`src/hdl/lsfd_pkg.sv`:
```
// Shared types and constants for the LSB steganography frame decoder.
package lsfd_pkg;

	// Bits in a length word and the most magic bytes checked.
	localparam int LENGTH_BITS     = 32;
	localparam int MAGIC_MAX_BYTES = 8;

	// Reset values of the configuration registers.
	localparam logic [7:0]  HEADER_SKIP_RST = 8'd54;
	localparam logic [3:0]  MAGIC_LEN_RST   = 4'd2;
	localparam logic [63:0] MAGIC_VALUE_RST = 64'd0;

	// Configuration register indexes.
	localparam logic [1:0] CFG_HEADER_SKIP = 2'd0;
	localparam logic [1:0] CFG_MAGIC_LEN   = 2'd1;
	localparam logic [1:0] CFG_MAGIC_VALUE = 2'd2;

	// Field kinds of a result beat.
	localparam logic [2:0] KIND_MAGIC   = 3'd0;
	localparam logic [2:0] KIND_EXTLEN  = 3'd1;
	localparam logic [2:0] KIND_EXTBYTE = 3'd2;
	localparam logic [2:0] KIND_DATALEN = 3'd3;
	localparam logic [2:0] KIND_DATA    = 3'd4;

	typedef enum logic [2:0] {
		PH_SKIP,
		PH_MAGIC,
		PH_EXTLEN,
		PH_EXTBYTES,
		PH_DATALEN,
		PH_DATABYTES,
		PH_DONE
	} phase_t;

	typedef struct packed {
		logic [7:0] pixel_byte;
		logic       start_of_image;
	} img_beat_t;

	typedef struct packed {
		logic [2:0]  field_kind;
		logic [31:0] field_value;
		logic        magic_ok;
		logic        last_of_payload;
	} fld_beat_t;

	typedef struct packed {
		logic [7:0]  header_skip;
		logic [3:0]  magic_len;
		logic [63:0] magic_value;
	} cfg_t;

	typedef struct packed {
		phase_t      phase;
		logic [7:0]  header_left;
		logic [4:0]  bit_position;
		logic [31:0] assembly;
		logic [31:0] remaining;
		logic [2:0]  magic_index;
		logic        magic_good;
	} parse_state_t;

endpackage

```
`src/hdl/lsfd_step.sv`:
```
// Next-state and result logic of the frame parser for one image byte.
module lsfd_step (
	input  lsfd_pkg::parse_state_t cur,
	input  lsfd_pkg::cfg_t         cfg,
	input  lsfd_pkg::img_beat_t    beat,
	output lsfd_pkg::parse_state_t nxt,
	output logic                   emit,
	output lsfd_pkg::fld_beat_t    res
);

	logic [3:0]  eff_magic_len;
	logic [4:0]  need_m1;
	logic [31:0] asm_word;
	logic [7:0]  want;
	logic [31:0] rem_dec;
	logic        active;
	logic        good;
	lsfd_pkg::parse_state_t w;

	// Magic lengths beyond the supported count are clamped.
	assign eff_magic_len = (cfg.magic_len > 4'(lsfd_pkg::MAGIC_MAX_BYTES)) ?
		4'(lsfd_pkg::MAGIC_MAX_BYTES) : cfg.magic_len;

	always_comb begin
		w      = cur;
		active = 1'b1;
		emit   = 1'b0;
		res    = '0;

		// Start of image restarts the parse on this same byte.
		if (beat.start_of_image) begin
			w.phase        = lsfd_pkg::PH_SKIP;
			w.header_left  = cfg.header_skip;
			w.bit_position = '0;
			w.assembly     = '0;
			w.remaining    = '0;
			w.magic_index  = '0;
			w.magic_good   = 1'b1;
		end

		// Header skip: count down, then open the first field.
		if (w.phase == lsfd_pkg::PH_SKIP) begin
			if (w.header_left != 8'd0) begin
				w.header_left = w.header_left - 8'd1;
				active        = 1'b0;
			end else begin
				w.phase        = (eff_magic_len != 4'd0) ? lsfd_pkg::PH_MAGIC :
					lsfd_pkg::PH_EXTLEN;
				w.bit_position = '0;
				w.assembly     = '0;
				w.magic_index  = '0;
			end
		end
		if (w.phase == lsfd_pkg::PH_DONE) begin
			active = 1'b0;
		end

		// Gather one hidden bit, LSB first.
		need_m1  = (w.phase == lsfd_pkg::PH_EXTLEN || w.phase == lsfd_pkg::PH_DATALEN) ?
			5'(lsfd_pkg::LENGTH_BITS - 1) : 5'd7;
		asm_word = w.assembly | (32'(beat.pixel_byte[0]) << w.bit_position);
		want     = cfg.magic_value[8 * w.magic_index +: 8];
		rem_dec  = w.remaining - 32'd1;
		good     = w.magic_good & (asm_word == {24'd0, want});

		if (active) begin
			if (w.bit_position != need_m1) begin
				w.bit_position = w.bit_position + 5'd1;
				w.assembly     = asm_word;
			end else begin
				emit              = 1'b1;
				res.field_value   = asm_word;
				w.bit_position    = '0;
				w.assembly        = '0;
				unique case (w.phase)
					lsfd_pkg::PH_MAGIC: begin
						res.field_kind = lsfd_pkg::KIND_MAGIC;
						res.magic_ok   = good;
						w.magic_good   = good;
						if ({1'b0, w.magic_index} + 4'd1 >= eff_magic_len) begin
							w.phase = lsfd_pkg::PH_EXTLEN;
						end else begin
							w.magic_index = w.magic_index + 3'd1;
						end
					end
					lsfd_pkg::PH_EXTLEN: begin
						res.field_kind = lsfd_pkg::KIND_EXTLEN;
						w.remaining    = asm_word;
						w.phase        = (asm_word != 32'd0) ? lsfd_pkg::PH_EXTBYTES :
							lsfd_pkg::PH_DATALEN;
					end
					lsfd_pkg::PH_EXTBYTES: begin
						res.field_kind = lsfd_pkg::KIND_EXTBYTE;
						w.remaining    = rem_dec;
						w.phase        = (rem_dec != 32'd0) ? lsfd_pkg::PH_EXTBYTES :
							lsfd_pkg::PH_DATALEN;
					end
					lsfd_pkg::PH_DATALEN: begin
						res.field_kind      = lsfd_pkg::KIND_DATALEN;
						res.last_of_payload = (asm_word == 32'd0);
						w.remaining         = asm_word;
						w.phase             = (asm_word != 32'd0) ? lsfd_pkg::PH_DATABYTES :
							lsfd_pkg::PH_DONE;
					end
					default: begin
						res.field_kind      = lsfd_pkg::KIND_DATA;
						res.last_of_payload = (w.remaining == 32'd1);
						w.remaining         = rem_dec;
						w.phase             = (rem_dec != 32'd0) ? lsfd_pkg::PH_DATABYTES :
							lsfd_pkg::PH_DONE;
					end
				endcase
			end
		end
		nxt = w;
	end

endmodule

```
`src/hdl/lsb_stego_frame_decoder.sv`:
```
// Top level of the LSB steganography frame decoder: registers, handshakes, checks.
//
// Usage:
//   img channel (img_valid / img_stall / img_beat): one image byte per beat;
//   start_of_image marks byte 0 of an image and restarts the parse on it.
//   fld channel (fld_valid / fld_stall / fld_beat): one beat per completed
//   magic byte, extension length, extension byte, data length or data byte.
//   cfg channel (cfg_valid / cfg_ready / cfg_index / cfg_data): register
//   writes, always ready; write only while the decoder is idle.
// Throughput: one image byte per cycle while fld_stall holds no result. The
//   parser state updates in one pass of logic between the input stage register
//   and the result register, which registers the field that a byte completes.
// Reset: header skip 54, magic length 2, magic value 0; the parser waits in
//   header skip, so bytes before the first start count as a new image.
// Stall: while fld_stall holds a result, the input stage holds its byte and
//   img_stall rises; no beat is lost or repeated.
module lsb_stego_frame_decoder (
	input  logic                clk,
	input  logic                arst_n,
	input  logic                img_valid,
	output logic                img_stall,
	input  lsfd_pkg::img_beat_t img_beat,
	output logic                fld_valid,
	input  logic                fld_stall,
	output lsfd_pkg::fld_beat_t fld_beat,
	input  logic                cfg_valid,
	output logic                cfg_ready,
	input  logic [1:0]          cfg_index,
	input  logic [63:0]         cfg_data
);

	lsfd_pkg::img_beat_t    beat_s1;
	logic                   valid_s1;
	lsfd_pkg::parse_state_t state_q;
	lsfd_pkg::parse_state_t state_nxt;
	lsfd_pkg::cfg_t         cfg_q;
	lsfd_pkg::fld_beat_t    res;
	lsfd_pkg::fld_beat_t    out_q;
	logic                   out_valid_q;
	logic                   emit;
	logic                   advance;

	// Input stage moves on whenever the result register is free or drains.
	assign advance   = valid_s1 & (~out_valid_q | ~fld_stall);
	assign img_stall = valid_s1 & ~advance;
	assign cfg_ready = 1'b1;
	assign fld_valid = out_valid_q;
	assign fld_beat  = out_q;

	// Configuration registers.
	always_ff @(posedge clk or negedge arst_n) begin
		if (!arst_n) begin
			cfg_q.header_skip <= lsfd_pkg::HEADER_SKIP_RST;
			cfg_q.magic_len   <= lsfd_pkg::MAGIC_LEN_RST;
			cfg_q.magic_value <= lsfd_pkg::MAGIC_VALUE_RST;
		end else if (cfg_valid && cfg_ready) begin
			unique case (cfg_index)
				lsfd_pkg::CFG_HEADER_SKIP: cfg_q.header_skip <= cfg_data[7:0];
				lsfd_pkg::CFG_MAGIC_LEN:   cfg_q.magic_len   <= cfg_data[3:0];
				lsfd_pkg::CFG_MAGIC_VALUE: cfg_q.magic_value <= cfg_data;
				default: ;
			endcase
		end
	end

	// Input stage register.
	always_ff @(posedge clk or negedge arst_n) begin
		if (!arst_n) begin
			valid_s1 <= 1'b0;
		end else if (!img_stall) begin
			valid_s1 <= img_valid;
		end
	end

	always_ff @(posedge clk) begin
		if (img_valid && !img_stall) begin
			beat_s1 <= img_beat;
		end
	end

	lsfd_step u_step (
		.cur  (state_q),
		.cfg  (cfg_q),
		.beat (beat_s1),
		.nxt  (state_nxt),
		.emit (emit),
		.res  (res)
	);

	// Parser state.
	always_ff @(posedge clk or negedge arst_n) begin
		if (!arst_n) begin
			state_q.phase        <= lsfd_pkg::PH_SKIP;
			state_q.header_left  <= lsfd_pkg::HEADER_SKIP_RST;
			state_q.bit_position <= '0;
			state_q.assembly     <= '0;
			state_q.remaining    <= '0;
			state_q.magic_index  <= '0;
			state_q.magic_good   <= 1'b1;
		end else if (advance) begin
			state_q <= state_nxt;
		end
	end

	// Result register.
	always_ff @(posedge clk or negedge arst_n) begin
		if (!arst_n) begin
			out_valid_q <= 1'b0;
		end else if (advance && emit) begin
			out_valid_q <= 1'b1;
		end else if (out_valid_q && !fld_stall) begin
			out_valid_q <= 1'b0;
		end
	end

	always_ff @(posedge clk) begin
		if (advance && emit) begin
			out_q <= res;
		end
	end

`ifndef NO_ASSERTIONS
	// Backpressure only while a byte sits in the input stage.
	a_stall_needs_item: assert property (@(posedge clk) disable iff (!arst_n)
		img_stall |-> valid_s1)
		else $error("img_stall without a byte in the input stage");

	// A held result freezes the parser.
	a_state_frozen: assert property (@(posedge clk) disable iff (!arst_n)
		(fld_valid && fld_stall) |=> $stable(state_q))
		else $error("parser state moved while result was stalled");

	// Magic flag only on magic bytes.
	a_magic_ok_kind: assert property (@(posedge clk) disable iff (!arst_n)
		(fld_valid && fld_beat.field_kind != lsfd_pkg::KIND_MAGIC) |-> !fld_beat.magic_ok)
		else $error("magic_ok set on a non-magic field");

	// Last marker only on data length or data bytes.
	a_last_kind: assert property (@(posedge clk) disable iff (!arst_n)
		(fld_valid && fld_beat.last_of_payload) |->
		(fld_beat.field_kind == lsfd_pkg::KIND_DATALEN ||
		 fld_beat.field_kind == lsfd_pkg::KIND_DATA))
		else $error("last_of_payload on a field that cannot end the payload");
`endif

endmodule
```
`config.mk`:
```
export PLATFORM = sky130hd
export DESIGN_NAME = lsb_stego_frame_decoder
export DESIGN_NICKNAME = d
export VERILOG_FILES = /design/src/hdl/lsfd_pkg.sv /design/src/hdl/lsfd_step.sv /design/src/hdl/lsb_stego_frame_decoder.sv
export SDC_FILE = /design/constraint.sdc
export NUM_CORES = 1
export LEC_CHECK = 0
export ABC_AREA = 1
export BUFFER_PORTS_ARGS = -buffer_cell sky130_fd_sc_hd__buf_2
export CORE_MARGIN = 2
export CORE_UTILIZATION = 60
export CTS_CLUSTER_SIZE = 10
export DETAILED_ROUTE_END_ITERATION = 12
export PLACE_DENSITY = 0.8
export SYNTH_ARGS = -nofsm -noshare
export SYNTH_HDL_FRONTEND = slang
export SYNTH_HIERARCHICAL = 1
export SYNTH_SLANG_ARGS = --single-unit
```
`constraint.sdc`:
```
create_clock -name clk -period 6.1 [get_ports clk]
set_input_delay 0 -clock clk [delete_from_list [all_inputs] [get_ports clk]]
set_output_delay 0 -clock clk [all_outputs]
set_load 0.005 [all_outputs]
```
# Yosys cells after proc, flatten, opt, wreduce, memory -nomap -nowiden
# Cells that the tools add are included.
# op_classes
muxes	33
n_bitwise	10
n_reduce_logical	21
eq_ne	10
n_lt_le_gt_ge	2
shifts	2
addsub	5
# ops
operator	n
84-bit 2-to-1 mux	1
37-bit 2-to-1 mux	2
73-bit 2-to-1 mux	1
32-bit one-hot mux with 2 select lines	1
32-bit nonzero test	2
64-bit by 7-bit indexed part select with 8-bit output	1
48-bit 2-to-1 mux	1
36-bit 2-to-1 mux	1
32-bit by 1-bit == test with 1-bit output, second input constant	1
32-bit by 8-bit == test with 1-bit output	1
32-bit logical NOT	1
32-bit OR	1
1-bit by 5-bit left shift with 32-bit output	1
32-bit by 1-bit subtractor with 32-bit output, second input constant	1
3-bit 2-to-1 mux	9
3-bit one-hot mux with 4 select lines	2
4-bit 2-to-1 mux	2
8-bit 2-to-1 mux	1
8-bit nonzero test	1
8-bit by 1-bit subtractor with 8-bit output, second input constant	1
1-bit 2-to-1 mux	7
3-bit by 2-bit == test with 1-bit output, second input constant	2
3-bit == test, second input constant	2
2-bit 2-to-1 mux	3
24 further kinds	37
# totals
in_bits	80
ff_bits	201
elab_cells	101

# Longest topological paths before layout
# Gate-level depths: netlist (run 1).
# depth
depth_word	14
mapped_depth	30
mapped_depth_nobuf	25

# Cells and area by module
# Netlist (run 1), hierarchy kept.
# modules_own_cells
mod	instances	seq_area_each_um2	area_per_inst_um2	cells_per_inst
lsb_stego_frame_decoder	1	5447.7	8167.8	764
lsfd_step	1	0.0	5046.1	1009

# Worst setup path after synthesis (run 1)
# Ideal clock, no wire load.
# synth_timing
path_type	register -> register
startpoint	reg beat_s1[0] (netlist name)
endpoint	reg out_q (netlist bit fld_beat[0]) (enable)
required_ns	5.669
path_buffers	6
synth_period_minus_slack_ns	5.087
t_arrival_ns	4.656
slack_ns	1.013
path_stages_with_launch	25
cell_sequence	edfxtp_1 buf_6 inv_4 buf_6 buf_2 buf_2 or2_2 o21ai_0 ha_1 nand3_1 nor2_2 nand3_2 clkinv_2 nand2_2 nand2_1 nand3_2 nand2_2 inv_2 o21ai_2 nand3_2 nor2_2 buf_6 buf_2 inv_1 nor2_1
# synth_between
elab_chain_cells	11
word_cells_on_any_way	18
cone_classes	4 x eq/ne; 10 x mux; 4 x reduce/logical
# synth_rtl
item	line_no	rtl
from (decl)	lsb_stego_frame_decoder.sv:32	lsfd_pkg::img_beat_t beat_s1;
from (signal assigned)	lsb_stego_frame_decoder.sv:77	beat_s1 <= img_beat;
84-bit 2-to-1 mux (*)	lsfd_step.sv:31	if (beat.start_of_image) begin
8-bit nonzero test	lsfd_step.sv:43	if (w.header_left != 8'd0) begin
3-bit 2-to-1 mux	lsfd_step.sv:43	
48-bit 2-to-1 mux	lsfd_step.sv:42	if (w.phase == lsfd_pkg::PH_SKIP) begin
3-bit by 2-bit == test with 1-bit output / 3-bit == test (equally long branches)	lsfd_step.sv:59	need_m1 = (w.phase == lsfd_pkg::PH_EXTLEN || w.phase == lsfd_pkg::PH_DATALEN) ?
1-bit logical OR	lsfd_step.sv:59	
5-bit 2-to-1 mux	lsfd_step.sv:59	
5-bit != test	lsfd_step.sv:67	if (w.bit_position != need_m1) begin
1-bit 2-to-1 mux	lsfd_step.sv:67	
1-bit 2-to-1 mux (*)	lsfd_step.sv:66	if (active) begin
via emit	lsb_stego_frame_decoder.sv:40	logic emit;
1-bit logical AND (*)	lsb_stego_frame_decoder.sv:117	if (advance && emit) begin
to (signal assigned)	lsb_stego_frame_decoder.sv:118	out_q <= res;
to (decl)	lsb_stego_frame_decoder.sv:38	lsfd_pkg::fld_beat_t out_q;
# Mark *: on every way through the listed nets, which the timed path passes. The rest lies on a longest branch.
# A chain may end at the register's enable or synchronous reset.

==> results of run 1 <==
==> final cells by class <==
class / count / area share
Multi-Input combinational cell: 1324 / 0.439
Tap cell: 275 / 0.0235
Antenna cell: 1 / 0.000171
Inverter: 134 / 0.0346
Timing Repair Buffer: 205 / 0.0990
Sequential cell: 201 / 0.358
Clock buffer: 39 / 0.0448
Clock inverter: 2 / 0.00145
==> critical path, cell delays in order, from the launching register on <==
cell and delay, ps:
edfxtp_1 860, inv_4 120, or2_2 300, o21ai_0 140
ha_1 230, nand3_1 90, nor2_2 150, nand3_2 110
buf_4 220, nand2_2 170, inv_2 70, nand2_1 380
inv_1 360, ha_1 390, ha_1 300, inv_1 70
nor2_1 40, o211ai_1 150, nand3_1 120, nor2_1 210
nand2_2 120, mux2_1 330, nand3_1 80, nand2_1 70
==> what timing repair did <==
item | CTS | global route
hold buffers | 73 | 0
endpoints found under the hold margin | 140 | 0
resized for setup | 0 | 0
==> flip-flops by register name, indices dropped and copies added, names as in the netlist <==
register and cells:
beat_s1 2, cfg_q 76, fld_beat 37, fld_valid 1
state_q 84, valid_s1 1
==> worst min-delay path by stage <==
stage | startpoint | end | slack, ps
floorplan | arst_n | cfg_q[0]$_DFFE_PN0P_ | -300
global placement | arst_n | state_q[20]$_DFFE_PN0P_ | -3
detailed placement | arst_n | state_q[22]$_DFFE_PN0P_ | 0.7
CTS | arst_n | state_q[23]$_DFFE_PN0P_ | 30
global route | arst_n | state_q[21]$_DFFE_PN0P_ | 70
finish | arst_n | state_q[22]$_DFFE_PN0P_ | 8
==> report_power, final <==
part | switching, mW | internal, mW
Sequential | 0.0681 | 1.49
Clock | 0.549 | 0.730
Combinational | 0.371 | 0.210
==> layer usage <==
layer  part of all wire  GRT usage  up-vias  wire, um
met4              0.058      0.180        0      2220
met3              0.080     0.0485      127      3060
met1               0.40      0.433     5948     15200
li1                   -          -     6081         -
met5                  0          0        -         0
met2               0.47      0.556      650     17800
==> impl_metrics.env, run 1 <==
export IMPL_drc_errors=0
export IMPL_setup_worst_path_end="state_q[3]$_DFFE_PN0P_"
export IMPL_layout_nets=1979
export IMPL_pre_cts_ws_ps=975
export IMPL_grt_ovfl_total=0
export IMPL_timing_final_crit_share=0.852
export IMPL_p_leak_nw=7.72
export IMPL_path_max_fanout=18
export IMPL_clk_pin_slew_ps=60
export IMPL_fin_area_um2=14700
export IMPL_dr_total_vias=12800
export IMPL_numPortBuffers=111
export IMPL_mostFrequentLayoutCells="640 x nand2_1, 199 x nand3_1, 151 x dfrtp_1, 116 x inv_1, 110 x buf_2"
export IMPL_drt_pass1_iter_count=6
export IMPL_r2r_slack_ps=900
export IMPL_worstSetupPathType="flop to flop"
export IMPL_grt_pass1_wl_mm=61.4
export IMPL_post_cts_setup_buffer_count=0
export IMPL_grt_pass1_vias=12200
export IMPL_crit_start="beat_s1[0]$_DFFE_PP_"
export IMPL_first_iter_violations=1379
export IMPL_clk_latency_ps=540
export IMPL_slew_violations=0
export IMPL_dieArea_um2=22900
export IMPL_final_util=0.693
export IMPL_grtUsageTotal=0.338
export IMPL_start_util=0.615
export IMPL_grt_max_degree=90
export IMPL_power_total_mw=3.42
export IMPL_via_per_inst=5.87
export IMPL_fillers=1727
export IMPL_rr_worst_depth=23
export IMPL_critPathLaunchType="flop"
export IMPL_syn_mean_instance_area_um2=7.36
export IMPL_yosysWarningCount=6
export IMPL_tightestPinTransition_ps=994
export IMPL_synth_area_um2=13000
export IMPL_dpl_cell_area_um2=13200
export IMPL_synthCells=1766
export IMPL_skew_ps=25.3
export IMPL_rsz0062_at_grt="false"
export IMPL_die_w_um=151
export IMPL_cap_viol_max_count=0
export IMPL_hold_viol=0
export IMPL_seqCellArea_um2=5240
export IMPL_cts_root_buf="clkbuf_16"
export IMPL_ir_drop_mv=0.197
export IMPL_rows=53
export IMPL_multi_input_area_um2=6430
export IMPL_pin_count=120
export IMPL_die_y_um=151
export IMPL_clockBufferDepth=3
export IMPL_h_tree_depth=1
export IMPL_setup_ws_ps=904
export IMPL_fmax_mhz=192
export IMPL_cp_arrival_ps=5620
export IMPL_maxSlewHeadroom=0.337
export IMPL_placed_cells=2066
export IMPL_fin_crit_ps=5200
export IMPL_antenna_left=0
export IMPL_required_ps=6530
export IMPL_place_hpwl_mm=24.0
export IMPL_antenna_found_initial=1
export IMPL_cp_end_kind="flop"
export IMPL_whs_ps=7.89
export IMPL_routabilityCongestion=0.939
export IMPL_core_area_um2=21200
export IMPL_drt_total_wl_mm=38.3
export IMPL_hp_class="primary input to asynchronous set/reset pin"
export IMPL_setup_viol=0
export IMPL_final_common_cell="nand2_1"
export IMPL_r2r_end="state_q[3]$_DFFE_PN0P_"
export IMPL_setup_tns_ps=0
export IMPL_drive_above_1_share=0.136
export IMPL_status="finished, final reports clean"
export IMPL_r2r_start="beat_s1[0]$_DFFE_PP_"
export IMPL_power_density_nw_per_um2=233
export IMPL_cts_buffers=24
export IMPL_cts_tree="built"
export IMPL_routedWlPerCell_um=17.6
export IMPL_areaGrowthSynthToFinish_pct=12.7
export IMPL_synthesis_nets=1855
export IMPL_final_cells=2181
export IMPL_clkSinkCount=201
Note: power is estimated with default switching activity, not from simulation.
==> run 2: changes to the inputs <==
--- a/config.mk
+++ b/config.mk
@@ -8,10 +8,10 @@
 export ABC_AREA = 1
 export BUFFER_PORTS_ARGS = -buffer_cell sky130_fd_sc_hd__buf_2
 export CORE_MARGIN = 2
-export CORE_UTILIZATION = 60
+export CORE_UTILIZATION = 61
 export CTS_CLUSTER_SIZE = 10
 export DETAILED_ROUTE_END_ITERATION = 12
-export PLACE_DENSITY = 0.8
+export PLACE_DENSITY = 0.82
 export SYNTH_ARGS = -nofsm -noshare
 export SYNTH_HDL_FRONTEND = slang
 export SYNTH_HIERARCHICAL = 1
==> run 2 against run 1 <==
Setup slack got worse by 150 ps. Sequential share of layout area decreased by 0.052 points. Cell area up 0.15%. Wire length barely moved. Final cell count decreased by 0.18%. Sequential cell count is the same. Clock power rose by 3%. Clock-buffer cell count shrank 3. Fmax is 2.7% lower. Largest power group unchanged.
==> impl_metrics.env, run 2 (synthesized netlist as in run 1, its figures left out) <==
export IMPL_status="finished, final reports clean"
export IMPL_largest_reg_flops=84
export IMPL_cp_end_kind="flop"
export IMPL_antenna_found_initial=0
export IMPL_fillers=1709
export IMPL_place_hpwl_mm=23.8
export IMPL_fin_area_um2=14700
export IMPL_start_util=0.621
export IMPL_mostFrequentLayoutCells="640 x nand2_1, 199 x nand3_1, 151 x dfrtp_1, 116 x inv_1, 110 x buf_2"
export IMPL_worst_path_buf_inv=5
export IMPL_rsz0062_at_grt="false"
export IMPL_dpl_cell_area_um2=13200
export IMPL_layout_nets=1979
export IMPL_final_util=0.700
export IMPL_final_common_cell="nand2_1"
export IMPL_required_ps=6510
export IMPL_first_iter_violations=1346
export IMPL_cp_top_family="simple AND/OR/NAND/NOR gates"
export IMPL_crit_path_max_incr_delay_ps=630
export IMPL_cts_tree="built"
export IMPL_clockBufferDepth=3
export IMPL_path_max_fanout=54
export IMPL_core_area_um2=21000
export IMPL_pre_cts_ws_ps=917
export IMPL_routedWlPerCell_um=17.6
export IMPL_path_common_cell="nand2_1"
export IMPL_worstSetupPathType="flop to flop"
export IMPL_cp_slowest_cell="edfxtp_1"
export IMPL_cts_buffers=24
export IMPL_timing_final_crit_share=0.876
export IMPL_r2r_start="beat_s1[0]$_DFFE_PP_"
export IMPL_drive_above_1_share=0.134
export IMPL_wl_met1_mm=15.0
export IMPL_drt_total_wl_mm=38.3
export IMPL_via_per_inst=5.94
export IMPL_dr_wl_met2_mm=18.1
export IMPL_multi_input_area_um2=6430
export IMPL_cts_root_buf="clkbuf_16"
export IMPL_antenna_diode_count=0
export IMPL_fin_crit_ps=5340
export IMPL_setup_viol=0
export IMPL_ir_drop_mv=0.182
export IMPL_numPortBuffers=111
export IMPL_cap_viol_max_count=0
export IMPL_seqCellArea_um2=5240
export IMPL_antenna_left=0
export IMPL_grtUsageTotal=0.343
export IMPL_slew_violations=0
export IMPL_clk_latency_ps=530
export IMPL_path_cells="inv_4, buf_4, nand2_1, nand2_1, nand2_1, nor2_1, nand3_2, nand2_2, inv_2, nand2_1, inv_1, ha_1, ha_1, inv_1, nor2_1, o211ai_1, nand3_1, nor2_1, nand2_2, mux2_1, nand3_1, nand2_1"
export IMPL_die_y_um=150
export IMPL_fmax_mhz=187
export IMPL_clk_pin_slew_ps=60
export IMPL_pin_count=120
export IMPL_maxSlewHeadroom=0.329
export IMPL_p_leak_nw=7.72
export IMPL_skew_ps=13.2
export IMPL_r2r_slack_ps=760
export IMPL_critPathLaunchType="flop"
export IMPL_grt_ovfl_total=0
export IMPL_die_w_um=150
export IMPL_areaGrowthSynthToFinish_pct=12.8
export IMPL_drc_errors=0
export IMPL_hold_viol=0
export IMPL_top_layer="met4"
export IMPL_setup_ws_ps=757
export IMPL_rows=53
export IMPL_routabilityCongestion=0.946
export IMPL_clkSinkCount=201
export IMPL_cp_arrival_ps=5750
export IMPL_whs_ps=109
export IMPL_drt_pass1_iter_count=5
export IMPL_setup_tns_ps=0
export IMPL_grt_max_degree=90
export IMPL_crit_start="beat_s1[0]$_DFFE_PP_"
export IMPL_grt_pass1_vias=12200
export IMPL_dr_total_vias=12900
export IMPL_max_flop_register="state_q"
export IMPL_dieArea_um2=22500
export IMPL_power_density_nw_per_um2=236
export IMPL_tightestPinTransition_ps=1010
export IMPL_dr_wl_met3_mm=3.09
export IMPL_grt_pass1_wl_mm=62.1
export IMPL_hp_class="primary input to asynchronous set/reset pin"
export IMPL_h_tree_depth=1
[run 2: what timing repair did]
item                                   4_1_cts  5_1_grt
hold buffers                                77        0
gates resized for setup                      0        0
endpoints found under the hold margin      168        0
buffers inserted                             0        0
[run 2: layout make-up]
cell class / count / share of cell area
clock inverters: 2 / 0.00316
inverters: 134 / 0.0345
multi-input cells: 1324 / 0.438
well taps: 275 / 0.0235
clock buffers: 36 / 0.0440
repair buffers: 205 / 0.0995
flip-flops and latches: 201 / 0.357
[run 2: worst register-to-register path, cell delays in order (launching register included)]
cell and delay (ps):
edfxtp_1 630, inv_4 120, buf_4 530, nand2_1 110
nand2_1 130, nand2_1 70, nor2_1 120, nand3_2 420
nand2_2 350, inv_2 60, nand2_1 380, inv_1 340
ha_1 380, ha_1 300, inv_1 70, nor2_1 40
o211ai_1 170, nand3_1 140, nor2_1 240, nand2_2 140
mux2_1 340, nand3_1 90, nand2_1 70
[run 2: per-layer routing]
layer	global-route usage	up-vias
li1	-	6073
met1	0.453	6006
met2	0.553	725
met3	0.0466	138
met4	0.178	0
met5	0	-
[run 2: path summary, 6_finish.rpt]
check / to / depth (start not counted)
worst max-delay path: state_q[3]$_DFFE_PN0P_ / 22
worst min-delay path: state_q[19]$_DFFE_PN0P_ / 2
worst max register to register: state_q[3]$_DFFE_PN0P_ / 22
worst min register to register: state_q[0]$_DFFE_PN1P_ / 2
max in group asynchronous: valid_s1$_DFFE_PN0N_ / 3
min in group clk: cfg_q[63]$_DFFE_PN0P_ / 4
[run 2: where the power goes]
part / switching, mW / internal (mW) / total [mW]
sequential: 0.0672 / 1.49 / 1.55
clock: 0.551 / 0.765 / 1.32
combinational: 0.380 / 0.210 / 0.590
total: 0.998 / 2.46 / 3.46
[run 2: per-stage QoR]
stage / total power [mW] / instances
2_1_floorplan: 1.97 / 1766
3_3_place_gp: 2.09 / 2062
3_5_place_dp: 2.11 / 2062
4_1_cts: 3.45 / 2177
5_1_grt: 3.61 / 2177
6_report: 3.46 / 2177
